File: src/design/assert_macros.svh
// Assertion macros for the design files; only integer_partition_generator uses them.
// Simulation builds get concurrent assertions; synthesis builds get nothing.
`ifndef ASSERT_MACROS_SVH
`define ASSERT_MACROS_SVH

`ifndef SYNTHESIS

`define ASSERT_ALWAYS(lbl, clk, rstn, expr) \
  lbl: assert property (@(posedge clk) disable iff (!(rstn)) (expr)) \
    else $error("assertion failed");

`define ASSERT_IMPLY(lbl, clk, rstn, ante, cons) \
  lbl: assert property (@(posedge clk) disable iff (!(rstn)) (ante) |-> (cons)) \
    else $error("assertion failed");

`else

`define ASSERT_ALWAYS(lbl, clk, rstn, expr)
`define ASSERT_IMPLY(lbl, clk, rstn, ante, cons)

`endif

`endif

File: src/design/ipg_pkg.sv
// Package for the integer partition generator: item types and constants.
// No dependencies.
package ipg_pkg;

  localparam int unsigned PART_W        = 6;
  localparam int unsigned TOT_W         = 6;
  localparam int unsigned WIDE_W        = 7;
  localparam int unsigned MAX_TOTAL_DEF = 32;

  localparam logic ACT_START = 1'b0;
  localparam logic ACT_NEXT  = 1'b1;

  typedef struct packed {
    logic              action;
    logic [TOT_W-1:0]  total;
  } ipg_in_t;

  typedef struct packed {
    logic [PART_W-1:0] part;
    logic              last_part;
    logic              done_res;
  } ipg_out_t;

  localparam ipg_out_t DONE_ITEM = '{part: '0, last_part: 1'b0, done_res: 1'b1};

endpackage

File: src/design/ipg_part_mem.sv
// Partition store: one write port, one read port with registered read data.
// Depends on ipg_pkg.
module ipg_part_mem #(
  parameter int unsigned DEPTH = ipg_pkg::MAX_TOTAL_DEF,
  parameter int unsigned IDX_W = 5
) (
  input  logic                      clk,
  input  logic                      wr_en,
  input  logic [IDX_W-1:0]          wr_addr,
  input  logic [ipg_pkg::PART_W-1:0] wr_data,
  input  logic [IDX_W-1:0]          rd_addr,
  output logic [ipg_pkg::PART_W-1:0] rd_data
);
  import ipg_pkg::*;

  logic [PART_W-1:0] mem [DEPTH];
  logic [PART_W-1:0] rd_data_r;

  always_ff @(posedge clk) begin
    if (wr_en) begin
      mem[wr_addr] <= wr_data;
    end
    rd_data_r <= mem[rd_addr];
  end

  assign rd_data = rd_data_r;

endmodule

File: src/design/integer_partition_generator.sv
// Integer partition generator top level: sequencer, state and output register.
// Depends on ipg_pkg, ipg_part_mem and assert_macros.svh.
//
// Usage:
//   Input channel (in_valid / in_stall / in_data): action START loads a total
//   (clamped to MAX_TOTAL) and gives the single-part partition; action NEXT
//   gives the next partition in reverse lexicographic order. A NEXT with
//   nothing loaded, or after the all-ones partition, gives one done item.
//   Output channel (out_valid / out_stall / out_data): one item per part, the
//   final one flagged with last_part; a done item carries done_res only.
//   One item is worked on at a time; in_stall is high from acceptance until
//   the last result of that item has been taken.
//   A START with a zero total also gives one done item. The single memory
//   read port is used for one read per scan step and per emitted part.
//   A stalled receiver holds the output register and the sequencer waits.
//   Reset clears the sequencer, the loaded flag and the part count; the
//   partition store itself is not cleared.
`include "assert_macros.svh"

module integer_partition_generator #(
  parameter int unsigned MAX_TOTAL = ipg_pkg::MAX_TOTAL_DEF
) (
  input  logic              clk,
  input  logic              rst_n,
  input  logic              in_valid,
  output logic              in_stall,
  input  ipg_pkg::ipg_in_t  in_data,
  output logic              out_valid,
  input  logic              out_stall,
  output ipg_pkg::ipg_out_t out_data
);
  import ipg_pkg::*;

  localparam int unsigned IDX_W = (MAX_TOTAL > 1) ? $clog2(MAX_TOTAL) : 1;
  localparam int unsigned CNT_W = $clog2(MAX_TOTAL + 1);
  localparam logic [CNT_W-1:0]  CNT_MAX   = CNT_W'(MAX_TOTAL);
  localparam logic [WIDE_W-1:0] CLAMP_LIM = WIDE_W'(MAX_TOTAL);

  typedef enum logic [2:0] {
    S_IDLE,
    S_SCAN_RD,
    S_SCAN_CHK,
    S_REFILL,
    S_EMIT_RD,
    S_EMIT_LD,
    S_EMIT_WAIT,
    S_DRAIN
  } state_t;

  state_t            state_r;
  logic [CNT_W-1:0]  ptr_r;
  logic [CNT_W-1:0]  cnt_r;
  logic [CNT_W-1:0]  rem_r;
  logic [PART_W-1:0] low_r;
  logic              active_r;
  logic              out_valid_r;
  ipg_out_t          out_data_r;

  logic              in_acc;
  logic [TOT_W-1:0]  tot_clamped;
  logic [WIDE_W-1:0] rem_w;
  logic [WIDE_W-1:0] low_w;
  logic [WIDE_W-1:0] fill_w;
  logic [CNT_W-1:0]  rem_nxt;
  logic              fill_go;

  logic              wr_en;
  logic [IDX_W-1:0]  wr_addr;
  logic [PART_W-1:0] wr_data;
  logic [PART_W-1:0] rd_data;

  assign in_stall  = (state_r != S_IDLE);
  assign in_acc    = in_valid && !in_stall;
  assign out_valid = out_valid_r;
  assign out_data  = out_data_r;

  assign tot_clamped = ({1'b0, in_data.total} > CLAMP_LIM) ? TOT_W'(MAX_TOTAL)
                                                          : in_data.total;

  // greedy refill: next part is min(remaining, lowered part)
  assign rem_w   = WIDE_W'(rem_r);
  assign low_w   = WIDE_W'(low_r);
  assign fill_w  = (rem_w < low_w) ? rem_w : low_w;
  assign rem_nxt = rem_r - CNT_W'(fill_w);
  assign fill_go = (rem_r != '0) && (ptr_r < CNT_MAX);

  always_comb begin
    wr_en   = 1'b0;
    wr_addr = ptr_r[IDX_W-1:0];
    wr_data = fill_w[PART_W-1:0];
    unique case (state_r)
      S_IDLE: begin
        wr_en   = in_acc && (in_data.action == ACT_START) && (tot_clamped != '0);
        wr_addr = '0;
        wr_data = tot_clamped;
      end
      S_SCAN_CHK: begin
        wr_en   = (rd_data > PART_W'(1));
        wr_data = rd_data - PART_W'(1);
      end
      S_REFILL: begin
        wr_en   = fill_go;
      end
      default: begin
        wr_en   = 1'b0;
      end
    endcase
  end

  ipg_part_mem #(
    .DEPTH (MAX_TOTAL),
    .IDX_W (IDX_W)
  ) u_mem (
    .clk     (clk),
    .wr_en   (wr_en),
    .wr_addr (wr_addr),
    .wr_data (wr_data),
    .rd_addr (ptr_r[IDX_W-1:0]),
    .rd_data (rd_data)
  );

  always_ff @(posedge clk) begin
    if (!rst_n) begin
      state_r     <= S_IDLE;
      active_r    <= 1'b0;
      cnt_r       <= '0;
      out_valid_r <= 1'b0;
    end else begin
      unique case (state_r)
        S_IDLE: begin
          if (in_acc) begin
            if (in_data.action == ACT_START) begin
              if (tot_clamped == '0) begin
                active_r    <= 1'b0;
                cnt_r       <= '0;
                out_data_r  <= DONE_ITEM;
                out_valid_r <= 1'b1;
                state_r     <= S_DRAIN;
              end else begin
                active_r <= 1'b1;
                cnt_r    <= CNT_W'(1);
                ptr_r    <= '0;
                state_r  <= S_EMIT_RD;
              end
            end else if (!active_r || (cnt_r == '0)) begin
              out_data_r  <= DONE_ITEM;
              out_valid_r <= 1'b1;
              state_r     <= S_DRAIN;
            end else begin
              ptr_r   <= cnt_r - CNT_W'(1);
              state_r <= S_SCAN_RD;
            end
          end
        end
        S_SCAN_RD: begin
          state_r <= S_SCAN_CHK;
        end
        S_SCAN_CHK: begin
          if (rd_data > PART_W'(1)) begin
            low_r   <= rd_data - PART_W'(1);
            rem_r   <= cnt_r - ptr_r;   // trailing ones plus the removed unit
            ptr_r   <= ptr_r + CNT_W'(1);
            state_r <= S_REFILL;
          end else if (ptr_r == '0) begin
            active_r    <= 1'b0;
            out_data_r  <= DONE_ITEM;
            out_valid_r <= 1'b1;
            state_r     <= S_DRAIN;
          end else begin
            ptr_r   <= ptr_r - CNT_W'(1);
            state_r <= S_SCAN_RD;
          end
        end
        S_REFILL: begin
          if (fill_go) begin
            rem_r <= rem_nxt;
            ptr_r <= ptr_r + CNT_W'(1);
          end else begin
            cnt_r   <= ptr_r;
            ptr_r   <= '0;
            state_r <= S_EMIT_RD;
          end
        end
        S_EMIT_RD: begin
          state_r <= S_EMIT_LD;
        end
        S_EMIT_LD: begin
          out_data_r.part      <= rd_data;
          out_data_r.last_part <= ((ptr_r + CNT_W'(1)) == cnt_r);
          out_data_r.done_res  <= 1'b0;
          out_valid_r          <= 1'b1;
          state_r              <= S_EMIT_WAIT;
        end
        S_EMIT_WAIT: begin
          if (!out_stall) begin
            out_valid_r <= 1'b0;
            if (out_data_r.last_part) begin
              state_r <= S_IDLE;
            end else begin
              ptr_r   <= ptr_r + CNT_W'(1);
              state_r <= S_EMIT_RD;
            end
          end
        end
        S_DRAIN: begin
          if (!out_stall) begin
            out_valid_r <= 1'b0;
            state_r     <= S_IDLE;
          end
        end
        default: begin
          state_r <= S_IDLE;
        end
      endcase
    end
  end

  `ASSERT_IMPLY(a_out_blocks_in, clk, rst_n, out_valid_r, in_stall)
  `ASSERT_ALWAYS(a_cnt_bound, clk, rst_n, cnt_r <= CNT_MAX)
  `ASSERT_IMPLY(a_refill_loaded, clk, rst_n, state_r == S_REFILL, active_r && (low_r != '0))
  `ASSERT_IMPLY(a_done_clean, clk, rst_n, out_valid_r && out_data_r.done_res, (out_data_r.part == '0) && !out_data_r.last_part)

endmodule

File: config.mk
export PLATFORM = sky130hd
export DESIGN_NAME = integer_partition_generator
export DESIGN_NICKNAME = d
export VERILOG_FILES = /design/src/design/ipg_pkg.sv /design/src/design/ipg_part_mem.sv /design/src/design/integer_partition_generator.sv
export VERILOG_INCLUDE_DIRS = /design/src /design/src/design
export SDC_FILE = /design/constraint.sdc
export NUM_CORES = 1
export LEC_CHECK = 0
export BUFFER_PORTS_ARGS = -buffer_cell sky130_fd_sc_hd__buf_2
export CORE_MARGIN = 4
export CORE_UTILIZATION = 61
export DETAILED_ROUTE_END_ITERATION = 12
export GPL_TIMING_DRIVEN = 0
export PLACE_DENSITY = 0.81
export SKIP_CTS_REPAIR_TIMING = 1
export SYNTH_ARGS = -nofsm -noshare
export SYNTH_HDL_FRONTEND = slang
export SYNTH_SLANG_ARGS = --single-unit
File: constraint.sdc
create_clock -name clk -period 9.1 [get_ports clk]
set_input_delay 0.455 -clock clk [delete_from_list [all_inputs] [get_ports clk]]
set_output_delay 0.455 -clock clk [all_outputs]
set_load 0.05 [all_outputs]
# Word level (Yosys, flattened, before mapping)
# Memory sizes are Yosys's and may differ from the RTL's. A register that Yosys moved wholly into a read port is not among the register bits.
# Index checks and enable logic that the tools add are counted.
classes:
  order_cmp: 4
  n_div: 0
  reduce_logical: 29
  bitwise: 1
  mul: 0
  eq_ne: 24
  shifts: 0
  n_addsub: 6
  mux: 57
op_table:
  columns: ["cell", "count"]
  rows:
  - ["6-bit 2-to-1 mux", 16]
  - ["8-bit 2-to-1 mux", 6]
  - ["6-bit one-hot mux with 2 select lines", 3]
  - ["3-bit 2-to-1 mux", 9]
  - ["3-bit one-hot mux with 8 select lines", 1]
  - ["6-bit one-hot mux with 4 select lines", 1]
  - ["8-bit one-hot mux with 3 select lines", 1]
  - ["2-bit inequality test (second input constant)", 11]
  - ["6-bit logical NOT", 3]
  - ["6-bit by 1-bit subtractor with 6-bit output (second input constant)", 3]
  - ["1-bit 2-to-1 mux", 15]
  - ["3-bit inequality test (second input constant)", 5]
  - ["7-bit AND reduction", 2]
  - ["3-bit equality test (second input constant)", 4]
  - ["4-bit AND reduction", 3]
  - ["6-bit nonzero test", 2]
  - ["6-bit subtractor", 2]
  - ["8-bit AND reduction", 1]
  - ["4-bit nonzero test", 2]
  - ["6-bit by 1-bit adder with 6-bit output (second input constant)", 1]
  - ["3-bit by 2-bit equality test with 1-bit output (second input constant)", 2]
  - ["6-bit equality test", 1]
  - ["6-bit by 1-bit > comparator with 1-bit output (second input constant)", 1]
  - ["6-bit > comparator (second input constant)", 1]
  - ["other kinds (18)", 25]
word_totals:
  rom_bits: 0
  out_inout_bits: 10
  latchBits: 0
  word_cells: 132
  mem_bits_rw: 192
  register_bits: 37
  inputBits: 11
  memories: 1
memory_table:
  columns: ["name", "words", "word_bits", "read_ports", "rd_clocked_by_memory_dff", "write_ports", "line_no", "rtl"]
  rows:
  - ["u_mem.mem", 32, 6, 1, 1, 1, "ipg_part_mem.sv:16", "logic [PART_W-1:0] mem [DEPTH];"]

# Logic depth before layout (Yosys ltp)
# Gate-level depths: netlist (run 1).
logic_depth:
  ltp_word: 8
  mapped_depth: 16
  ltp_nobuf: 15

# Hierarchy
# Synthesis (run 1) repeated with hierarchy kept, for this count alone.
hier_totals:
  hier_cells: 662
  area_unflattened_um2: 10567.6
modules_own_cells:
  columns: ["module", "n_inst", "area_each_um2", "cells_per_inst", "seq_area_each_um2"]
  rows:
  - ["ipg_part_mem", 1, 7589.8, 323, 5885.6]
  - ["integer_partition_generator", 1, 2977.9, 339, 1001.0]

# Worst setup path after synthesis (run 1)
# No wires, ideal clock.
synth_timing:
  kind: "register -> register"
  start: "reg low_r[3]"
  end: "reg rem_r[5], data pin"
  arrival_time_ns: 2.991
  setup_time_ns: 0.269
  n_path_buf: 1
  setup_slack_ns: 5.840
  synth_period_minus_slack_ns: 3.260
  required_ns: 8.831
  path_stages_with_launch: 15
  cell_sequence: "edfxtp_1 -> inv_1 -> ha_1 -> a21oi_1 -> o21ai_0 -> a21o_1 -> clkbuf_1 -> mux2i_1 -> ha_1 -> a21oi_1 -> a22oi_1 -> a311o_1 -> a21oi_1 -> xor2_1 -> mux2i_1"
synth_via:
  elab_chain_cells: 5
synth_lines:
  columns: ["item", "line_no", "rtl"]
  rows:
  - ["start: declaration", "integer_partition_generator.sv:54", "logic [PART_W-1:0] low_r;"]
  - ["start signal: assignment", "integer_partition_generator.sv:160", "low_r <= rd_data - PART_W'(1);"]
  - ["6-bit less-than comparator", "integer_partition_generator.sv:83", "assign fill_w = (rem_w < low_w) ? rem_w : low_w;"]
  - ["6-bit 2-to-1 mux (*)", "integer_partition_generator.sv:83", null]
  - ["6-bit subtractor (*)", "integer_partition_generator.sv:84", "assign rem_nxt = rem_r - CNT_W'(fill_w);"]
  - ["6-bit 2-to-1 mux (*)", "integer_partition_generator.sv:175", "if (fill_go) begin"]
  - ["6-bit one-hot mux with 2 select lines (*)", "integer_partition_generator.sv:129", "unique case (state_r)"]
  - ["end signal: assignment", "integer_partition_generator.sv:161", "rem_r <= cnt_r - ptr_r;"]
  - ["end signal: assignment", "integer_partition_generator.sv:176", "rem_r <= rem_nxt;"]
  - ["end: declaration", "integer_partition_generator.sv:53", "logic [CNT_W-1:0] rem_r;"]
# Every way passes the cells marked *; elsewhere a longest branch is shown, timed or not. The select of a mux whose other input is x is not followed.
# A chain may end at the register's enable or synchronous reset.

# Worst setup path in the final report (run 1)
# Same ends and word-level chain as after synthesis.

==> impl_metrics.json, run 1 <==
{
  "cp-end-kind": "register",
  "drt_pass1_iterations": 5,
  "yosys.area_share.adder_pct": 2.90,
  "crit_end": "rem_r[5]$_DFFE_PP_",
  "place.gp.congestion": 0.902,
  "num_antenna_cells": 0,
  "period_needed_ns": 3.87,
  "max_freq_mhz": 259,
  "fin_setup_tns_ns": 0,
  "netlist_area_mm2": 0.0104,
  "p_leak_nw": 4.05,
  "finalHoldViolations": 0,
  "synth_area_leaders": "edfxtp_1 63%, mux4_2 13%, dfxtp_1 3.3%, ha_1 2.5%, nor2_1 2.3%",
  "die_h_um": 139,
  "clock_path_buffers": 3,
  "io_buffers": 20,
  "routedWlPerCell_um": 24.9,
  "grt_max_degree": 27,
  "power_density_mw_per_mm2": 349,
  "worstPathArrival_ns": 4.13,
  "synth-xor-area-share_pct": 2.44,
  "grt.total_usage_pct": 25.4,
  "r2r_slack_ns": 5.23,
  "clkTransAtPathRegs_ns": 0.06,
  "yosys_register_bits": 235,
  "critPathMaxFanout": 10,
  "worstSetupPathType": "register to register",
  "grt.overflow.total": 0,
  "synthMuxAreaShare_pct": 13.7,
  "layout-drive-gt1-share_pct": 18.7,
  "slew_viol_final": 0,
  "status": "finished clean",
  "synth_warnings": 0,
  "vias": 6297,
  "required_ns": 9.36,
  "grt_pass1_wl_mm": 37.7,
  "fin_nets": 764,
  "avgViaCountPerCell": 6.51,
  "clkSinkCount": 235,
  "critPathLaunchType": "register",
  "min_path_type": "input port to register",
  "maxSlewHeadroom_pct": 28.6,
  "cts_inserted_buffers": 25,
  "first_iter_violations": 564,
  "r2r-end": "rem_r[5]$_DFFE_PP_",
  "clock_latency_ns": 0.53,
  "startpoint": "low_r[3]$_DFFE_PP_",
  "initial_utilization_pct": 62.7,
  "core_area_mm2": 0.0166,
  "clockRootBuffer": "clkbuf_16",
  "maxCapViolations": 0,
  "worstReg2RegStart": "low_r[3]$_DFFE_PP_",
  "synthCells": 676,
  "dp_hpwl_mm": 16.7,
  "synth_top_family_by_area": "multiplexers",
  "antenna_left": 0,
  "ios": 21,
  "synth_fp_nets": 710,
  "cts-htree-levels": 1,
  "ys_seq_area_share_pct": 66.0,
  "cts_tree": "done",
  "skew_ns": 0.0154,
  "rsz0062_at_grt": "no",
  "max_slew.worst_pin.slew_ns": 1.06,
  "synth-simple-area-share_pct": 8.22,
  "netlist.area_leader.share_pct": 62.8,
  "total_power_mw": 4.11,
  "ir_drop_mv": 0.207,
  "synth-edff-count": 218,
  "synth-async-reset-ratio_pct": 0,
  "grt_pass1_vias": 6457,
  "synth-compound-area-share_pct": 4.67,
  "area_growth_pct": 13.2,
  "avgSynthCellArea_um2": 15.4,
  "die_w_um": 139,
  "synthDistinctLibCells": 52,
  "finalSetupViolations": 0,
  "synth_largest_area_cell": "edfxtp_1",
  "r2r_cells": 14,
  "antenna_found_initial": 1,
  "min_period_over_period_pct": 42.5,
  "drt_wl_total_mm": 24.1,
  "fp-row-count": 47,
  "die_area_mm2": 0.0193,
  "synth_flop_cell": "edfxtp_1",
  "post-route-drc-count": 0
}
==> power by group <==
| part | leakage [nW] | switching, mW | total, mW | internal, mW |
|---|---|---|---|---|
| clock network | 0.426 | 0.415 | 1.06 | 0.641 |
| logic | 1.51 | 0.946 | 1.47 | 0.529 |
| registers | 2.11 | 0.0726 | 1.58 | 1.51 |
| total | 4.05 | 1.43 | 4.11 | 2.68 |
==> registers in the layout, indices dropped and copies added (netlist names) <==
signal / flops
active_r: 1
cnt_r: 6
u_mem.mem: 192
state_r: 3
low_r: 6
ptr_r: 6
out_valid: 1
rem_r: 6
u_mem.rd_data: 6
out_data: 8
==> critical path, cell delays in order, from the launching register on <==
cell and delay [ns]:
edfxtp_1 0.47, inv_1 0.11, ha_1 0.31, a21oi_1 0.06, o21ai_0 0.23, a21o_1 0.17
clkbuf_1 0.42, mux2i_1 0.37, ha_1 0.34, a21oi_1 0.26, a22oi_1 0.11, a311o_1 0.32
a21oi_1 0.17, xor2_1 0.16, mux2i_1 0.09
==> synth_stat cells (all sizes together) (4+ instances only) <==
library cell	count
nor2	66
o21ai	17
nor3	18
nor2b	8
and2	4
edfxtp	218
dfxtp	17
xor2	14
buf	10
ha	21
nand3	13
or3	6
mux4	60
nand2	52
clkbuf	19
a21o	4
inv	24
and3	7
a21oi	27
xnor2	15
mux2i	8
a22oi	5
==> routing by layer <==
layer | global-route usage [%] | wire (µm) | up-vias
met5 | 0 | 16 | -
met3 | 4.31 | 1800 | 63
met1 | 34.6 | 9470 | 3181
met2 | 42.5 | 12100 | 333
met4 | 8.08 | 770 | 2
li1 | - | - | 2718
==> cells in the final DEF (no fill, tap or decap), types with 3 or more instances in the layout <==
cell / instances
edfxtp_1: 218
nor2_1: 64
mux4_2: 60
nand2_1: 52
clkbuf_16: 25
inv_1: 23
buf_2: 22
a21oi_1: 22
clkbuf_1: 21
ha_1: 21
nor3_1: 18
o21ai_0: 17
dfxtp_1: 17
xnor2_1: 15
xor2_1: 14
nand3_1: 13
buf_1: 9
mux2i_1: 8
nor2b_1: 8
and3_1: 6
or3_1: 5
a21oi_2: 5
a22oi_1: 5
buf_8: 5
clkinv_1: 4
a21o_1: 4
and2_1: 4
bufinv_16: 4
clkinv_2: 4
o221ai_1: 3
nand4_1: 3
nand2b_1: 3
a21boi_0: 3
a211oi_1: 3
==> cells by family (layout without fill, tap and decap cells) <==
kind of cell             Yosys count  in the layout
AO/OA/AOI/OAI                     78             78
buffers and inverters             55            127
XOR/XNOR                          29             29
AND/OR/NAND/NOR                  188            188
adder cells (fa/ha/maj)           23             23
multiplexers                      68             68
flip-flops                       235            235
==> cell type report <==
cell class                      count  area (µm²)
Clock buffer                       30         664
Clock inverter                     15         209
Fill cell                        1030        4840
Sequential cell                   235        6890
Inverter                           26        97.6
Multi-Input combinational cell    386        3350
Buffer                             29         111
Tap cell                          220         275
Timing Repair Buffer               27         208
==> metrics by stage <==
step	cell area (µm²)	util (%)	cells	worst slack (ns)	hold WS (ns)
finish	11800	70.9	968	5.23	0.222
floorplan	10400	-	676	5.84	0.477
CTS	11800	70.9	968	5.23	0.216
detailed placement	10900	65.7	923	5.28	0.477
global route	11800	70.9	968	5.01	0.215
global placement	10800	64.9	916	4.76	0.461
==> how the worst min path moves through the flow <==
stage,endpoint,startpoint,cells after the start,slack [ns]
CTS,out_valid$_SDFFE_PN0P_,rst_n,2,0.22
global route,out_valid$_SDFFE_PN0P_,rst_n,2,0.22
global placement,out_valid$_SDFFE_PN0P_,out_valid$_SDFFE_PN0P_,1,0.46
finish,out_valid$_SDFFE_PN0P_,rst_n,2,0.22
floorplan,cnt_r[0]$_SDFFE_PN0P_,cnt_r[0]$_SDFFE_PN0P_,2,0.48
detailed placement,out_valid$_SDFFE_PN0P_,out_valid$_SDFFE_PN0P_,1,0.48
No activity file was read; power rests on OpenSTA's default activity.
==> inputs of run 2 (changes only) <==
--- a/config.mk
+++ b/config.mk
@@ -6,6 +6,7 @@
 export SDC_FILE = /design/constraint.sdc
 export NUM_CORES = 1
 export LEC_CHECK = 0
+export ABC_AREA = 1
 export BUFFER_PORTS_ARGS = -buffer_cell sky130_fd_sc_hd__buf_2
 export CORE_MARGIN = 4
 export CORE_UTILIZATION = 61
==> constraint.sdc (replaced) <==
create_clock -name clk -period 3.84 [get_ports clk]
set_input_delay 0.192 -clock clk [delete_from_list [all_inputs] [get_ports clk]]
set_output_delay 0.192 -clock clk [all_outputs]
set_load 0.05 [all_outputs]
==> run 2 against run 1 <==
The flow now finishes with violations (negative hold slack). Largest cell class unchanged. Count of clock-buffer cells in the layout down 1. Critical path type unchanged. Critical path depth stayed put. Maximum frequency increased by 13%. Critical endpoint unchanged. Sequential power up 140%. Flip-flop and latch count did not move. First-iteration DRC count rose by 86%. Final cell count up 30%. Power increased by 140%. Setup slack got worse by 4.8 ns. Wire length is 11% higher.
==> impl_metrics.json, run 2 <==
{
  "status": "finished with violations",
  "violations": "negative hold slack",
  "required_ns": 4.11,
  "cts_tree": "done",
  "mostFrequentLayoutCells": "222 x nand2_1, 218 x edfxtp_1, 119 x nor2_1, 55 x inv_1, 46 x o21ai_0",
  "clkTransAtPathRegs_ns": 0.06,
  "worstPathArrival_ns": 3.70,
  "power_density_mw_per_mm2": 841,
  "grt_max_degree": 33,
  "grt.total_usage_pct": 27.7,
  "io_buffers": 20,
  "grt_pass1_vias": 7715,
  "max_slew.worst_pin.slew_ns": 1.36,
  "period_needed_ns": 3.43,
  "die_w_um": 140,
  "ios": 21,
  "cp-end-kind": "register",
  "clockRootBuffer": "clkbuf_16",
  "holdWs_ns": -0.00944,
  "maxSlewHeadroom_pct": 9.14,
  "antenna_found_initial": 0,
  "cts_inserted_buffers": 24,
  "max_freq_mhz": 291,
  "avgViaCountPerCell": 6.26,
  "num_antenna_cells": 0,
  "fin_nets": 1052,
  "synth_area_leaders": "edfxtp_1 62%, nand2_1 7.9%, nor2_1 4.2%, dfxtp_1 3.2%, ha_1 2.5%",
  "synth_largest_area_cell": "edfxtp_1",
  "final_util_pct": 70.5,
  "drt_wl_total_mm": 26.9,
  "skew_ns": 0.0138,
  "min_path_type": "input port to register",
  "dp_hpwl_mm": 18.0,
  "post-route-drc-count": 0,
  "die_area_mm2": 0.0195,
  "post-synth-top-count-cell": "nand2_1",
  "total_power_mw": 9.94,
  "maxCapViolations": 0,
  "place.gp.congestion": 0.971,
  "avgSynthCellArea_um2": 10.9,
  "clock_latency_ns": 0.51,
  "r2r_cells": 14,
  "fp-row-count": 47,
  "grt_pass1_wl_mm": 42.2,
  "die_h_um": 140,
  "synth_flop_cell": "edfxtp_1",
  "slew_viol_final": 0,
  "layout_setup_ws_ns": 0.408,
  "cts-htree-levels": 1,
  "vias": 7860,
  "core_area_mm2": 0.0168,
  "min_period_over_period_pct": 89.4,
  "routedWlPerCell_um": 21.4,
  "critPathLaunchType": "register",
  "fill_cells": 1125,
  "rsz0062_at_grt": "no",
  "cp.depth": 14,
  "ys_seq_area_share_pct": 65.2,
  "hold_depth": 3,
  "drt_pass1_iterations": 6,
  "regMostFlops": "u_mem.mem",
  "initial_utilization_pct": 63.0,
  "ys_top_cells_by_count": "222 x nand2_1, 218 x edfxtp_1, 119 x nor2_1",
  "finalHoldViolations": 1,
  "clock_path_buffers": 3,
  "synth-edff-count": 218,
  "crit_chain": "ha_1 > nand2_1 > inv_1 > a21oi_1 > nand2_1 > buf_2 > o21ai_0 > ha_1 > a31oi_1 > nor2_1 > nand3_1 > nand3_1 > nand3_1 > nand2_1",
  "fin_setup_tns_ns": 0,
  "p_leak_nw": 4.40,
  "finalSetupViolations": 0,
  "largest_reg_flops": 192,
  "critical_path.max_stage_delay_ns": 0.67,
  "crit_family": "compound AO/OA/AOI/OAI gates",
  "postPlaceCellArea_mm2": 0.0110,
  "worstSetupPathType": "register to register",
  "critical_path_buf_inv_count": 2,
  "netlist_area_mm2": 0.0106,
  "final_common_cell": "nand2_1",
  "antenna_left": 0,
  "synth-async-reset-ratio_pct": 0,
  "synth_fp_nets": 999,
  "place_ws_ns": 0.494,
  "r2r_slack_ns": 0.41,
  "fin_area_mm2": 0.0118,
  "ir_drop_mv": 0.602,
  "clkSinkCount": 235,
  "critPathMaxFanout": 10,
  "layout-drive-gt1-share_pct": 10.5,
  "synthCells": 965,
  "synth_warnings": 0,
  "first_iter_violations": 1048,
  "yosys_register_bits": 235,
  "grt.overflow.total": 0,
  "cp_slowest_cell": "o21ai_0",
  "area_growth_pct": 12.0,
  "synthDistinctLibCells": 48,
  "netlist.area_leader.share_pct": 62.0
}
## run 2: metrics by stage
step	hold WS, ns	cells
2_1_floorplan	0.315	965
3_3_place_gp	0.498	1205
3_5_place_dp	0.508	1212
4_1_cts	-0.0286	1256
5_1_grt	0.00800	1256
6_report	-0.00944	1256
## run 2: final cells by class
class / count / area, µm² / share of cell area [%]
Buffer: 34 / 146 / 1.24
Multi-Input combinational cell: 627 / 3290 / 27.8
Inverter: 69 / 262 / 2.21
Timing Repair Buffer: 27 / 164 / 1.39
Clock buffer: 29 / 641 / 5.42
Clock inverter: 15 / 158 / 1.33
Sequential cell: 235 / 6890 / 58.3
Tap cell: 220 / 275 / 2.33
## run 2: per-layer routing
layer	global-route usage, %	up-vias	wire (µm)
li1	-	3516	-
met1	36.7	3723	10100
met2	45.4	515	12800
met3	4.80	106	2730
met4	12.1	0	1230
met5	0	-	0
## run 2: cells by family after synthesis
logic type      share of synthesized area, %
compound gates                          9.84
xor+xnor                                1.41
fa+ha+maj                               2.87
buf+inv                                 3.86
flops                                   65.2
mux                                   0.0948
simple gates                            16.7
## run 2: path summary, 6_finish.rpt
| kind | from | to |
|---|---|---|
| setup / recovery | rem_r[4]$_DFFE_PP_ | rem_r[5]$_DFFE_PP_ |
| hold / removal | rst_n | state_r[2]$_SDFFE_PN0P_ |
| setup reg to reg | rem_r[4]$_DFFE_PP_ | rem_r[5]$_DFFE_PP_ |
| hold reg to reg | active_r$_SDFFE_PN0P_ | active_r$_SDFFE_PN0P_ |
## run 2: worst register-to-register path, delay by kind of cell, from the launching register on
family                   cells  cell delay [ns]
AO/OA/AOI/OAI                3             1.06
adder cells (fa/ha/maj)      2             0.70
buffers and inverters        2             0.28
flip-flops                   1             0.46
AND/OR/NAND/NOR              7             0.68
## run 2: where the power goes
group	total [mW]	switching, mW	internal (mW)
combinational	3.78	2.83	0.953
sequential	3.81	0.143	3.66
clock	2.35	0.957	1.40
==> inputs of run 3 (changes only) <==
--- a/config.mk
+++ b/config.mk
@@ -8,11 +8,13 @@
 export LEC_CHECK = 0
 export ABC_AREA = 1
 export BUFFER_PORTS_ARGS = -buffer_cell sky130_fd_sc_hd__buf_2
+export CELL_PAD_IN_SITES_DETAIL_PLACEMENT = 0
+export CELL_PAD_IN_SITES_GLOBAL_PLACEMENT = 1
 export CORE_MARGIN = 4
-export CORE_UTILIZATION = 61
+export CORE_UTILIZATION = 51
 export DETAILED_ROUTE_END_ITERATION = 12
 export GPL_TIMING_DRIVEN = 0
-export PLACE_DENSITY = 0.81
+export PLACE_DENSITY = 0.83
 export SKIP_CTS_REPAIR_TIMING = 1
 export SYNTH_ARGS = -nofsm -noshare
 export SYNTH_HDL_FRONTEND = slang
==> run 3 against run 2 <==
Largest cell class unchanged. First-iteration DRC count shrank 35%. Highest routed layer unchanged. Maximum frequency grew 4.8%. Clock skew shrank 0.0014 ns. Global-route usage shrank 4.9 points. Critical endpoint unchanged. Via count shrank 6.0%. Flip-flop and latch count is the same. Power shrank 1.5%. Core utilization shrank 12 points. Worst hold slack lost 0.0073 ns. The flow still finishes with violations (negative hold slack). Count of clock-buffer cells in the layout shrank 1. Largest power group unchanged. Clock power shrank 5%. Cell area grew 0.24%.
==> impl_metrics.json, run 3 (synthesis results as in run 2) <==
{
  "p_leak_nw": 4.38,
  "p_sw_mw": 3.87,
  "initial_utilization_pct": 52.0,
  "violations": "negative hold slack",
  "cp-end-kind": "register",
  "worstReg2RegStart": "rem_r[3]$_DFFE_PP_",
  "grt_pass1_vias": 7121,
  "hold_start": "rst_n",
  "fin_nets": 1054,
  "startpoint": "rem_r[3]$_DFFE_PP_",
  "grt.overflow.total": 0,
  "num_antenna_cells": 0,
  "largest_reg_flops": 192,
  "stdcell_count": 1305,
  "power_frac_clock_pct": 22.9,
  "clockRootBuffer": "clkbuf_16",
  "p_seq_share_pct": 38.8,
  "cts_inserted_buffers": 24,
  "grtUsageMet3_pct": 3.13,
  "clkSinkCount": 235,
  "clock_latency_ns": 0.51,
  "core_area_mm2": 0.0203,
  "period_needed_ns": 3.28,
  "place_ws_ns": 0.428,
  "die_area_mm2": 0.0231,
  "maxSlewHeadroom_pct": 31.9,
  "die_h_um": 152,
  "clock_path_buffers": 3,
  "mostFrequentLayoutCells": "222 x nand2_1, 218 x edfxtp_1, 119 x nor2_1, 55 x inv_1, 46 x o21ai_0",
  "post-route-drc-count": 0,
  "worstSetupPathType": "register to register",
  "holdWs_ns": -0.0168,
  "layout-drive-gt1-share_pct": 10.4,
  "worstPathArrival_ns": 3.53,
  "regMostFlops": "u_mem.mem",
  "antenna_left": 0,
  "internal_power_mw": 5.93,
  "comb_power_share_pct": 38.4,
  "cts-htree-levels": 1,
  "rsz0062_at_grt": "no",
  "min_path_type": "input port to register",
  "place.gp.congestion": 0.899,
  "ios": 21,
  "routedWlPerCell_um": 20.4,
  "crit_end": "rem_r[5]$_DFFE_PP_",
  "die_w_um": 152,
  "status": "finished with violations",
  "fill_cells": 1736,
  "drt_wl_total_mm": 26.7,
  "max_freq_mhz": 305,
  "r2r_cells": 14,
  "postPlaceCellArea_mm2": 0.0111,
  "dpl.cell_count": 1264,
  "vias": 7392,
  "antenna_found_initial": 0,
  "area_growth_pct": 12.3,
  "finalHoldViolations": 2,
  "min_period_over_period_pct": 85.3,
  "max_slew.worst_pin.slew_ns": 1.02,
  "grt-busiest-layer": "met2",
  "grt_use_met1_pct": 31.2,
  "required_ns": 4.10,
  "power_density_mw_per_mm2": 827,
  "skew_ns": 0.0124,
  "cts_tree": "done",
  "critPathLaunchType": "register",
  "r2r-end": "rem_r[5]$_DFFE_PP_",
  "final_common_cell": "nand2_1",
  "first_iter_violations": 683,
  "maxCapViolations": 0,
  "ir_drop_mv": 0.480,
  "clkTransAtPathRegs_ns": 0.06,
  "grt.total_usage_pct": 22.8,
  "grt_pass1_wl_mm": 41.2,
  "io_buffers": 20,
  "dp_hpwl_mm": 18.8,
  "fin_area_mm2": 0.0119,
  "grt_use_met2_pct": 37.4,
  "r2r_slack_ns": 0.56,
  "p_sw_share_pct": 39.5,
  "critPathMaxFanout": 10,
  "grt_max_degree": 33,
  "layout_setup_ws_ns": 0.564,
  "slew_viol_final": 0,
  "fp-row-count": 52,
  "drt_pass1_iterations": 5,
  "avgViaCountPerCell": 5.66,
  "finalSetupViolations": 0
}
run 3: changes by cell type in the layout (fill, tap and decap cells not counted), sizes merged:
cell | previous run | this run
bufinv | 3 | 2
clkbuf | 49 | 48
buf | 41 | 43
clkinvlp | 1 | 2
clkinv | 12 | 10
run 3: worst min-delay path by stage:
stage                     cells past startpoint  slack, ns                       to
after global routing                          3      0.007  state_r[2]$_SDFFE_PN0P_
after floorplan                               2       0.32  state_r[2]$_SDFFE_PN0P_
final                                         3      -0.02  state_r[2]$_SDFFE_PN0P_
after CTS                                     3      -0.02  state_r[2]$_SDFFE_PN0P_
after global placement                        2       0.50    cnt_r[5]$_SDFFE_PN0P_
after detailed placement                      2       0.51    cnt_r[5]$_SDFFE_PN0P_
run 3: layer usage:
layer	share of wire (%)	wire length, µm
met1	42	11100
met2	47	12600
met3	7.1	1890
met4	3.9	1050
met5	0	0
run 3: critical path, cell delays in order (launching register included):
cell and delay, ns:
edfxtp_1 0.48, ha_1 0.35, nand2_1 0.06, nand2_1 0.04, a21oi_1 0.12, nand2_1 0.18
buf_2 0.23, o21ai_0 0.57, ha_1 0.36, a31oi_1 0.25, nor2_1 0.06, nand3_1 0.11
nand3_1 0.08, nand3_1 0.09, nand2_1 0.05
run 3: final cells by class:
class / count / area, µm² / area share (%)
Buffer: 34 / 146 / 1.24
Clock buffer: 28 / 637 / 5.37
Clock inverter: 13 / 119 / 1.00
Tap cell: 270 / 338 / 2.85
Multi-Input combinational cell: 627 / 3290 / 27.8
Sequential cell: 235 / 6890 / 58.1
Timing Repair Buffer: 29 / 168 / 1.41
Inverter: 69 / 262 / 2.21
run 3: power by group through the flow:
stage	combinational, mW	sequential, mW	clock [mW]
2_1_floorplan	2.24	3.91	0
3_3_place_gp	3.53	3.91	0
3_5_place_dp	3.72	3.86	0
4_1_cts	3.74	3.81	2.27
5_1_grt	4.13	3.82	2.39
6_report	3.76	3.80	2.24
run 3: metrics by stage:
step | hold WS [ns] | setup TNS [ns] | utilization, % | total power, mW
2_1_floorplan | 0.315 | 0 | - | 6.14
3_3_place_gp | 0.504 | -51.55 | 54.2 | 7.44
3_5_place_dp | 0.513 | 0 | 54.6 | 7.59
4_1_cts | -0.0225 | 0 | 58.3 | 9.82
5_1_grt | 0.00656 | 0 | 58.4 | 10.3
6_report | -0.0168 | 0 | 58.4 | 9.80
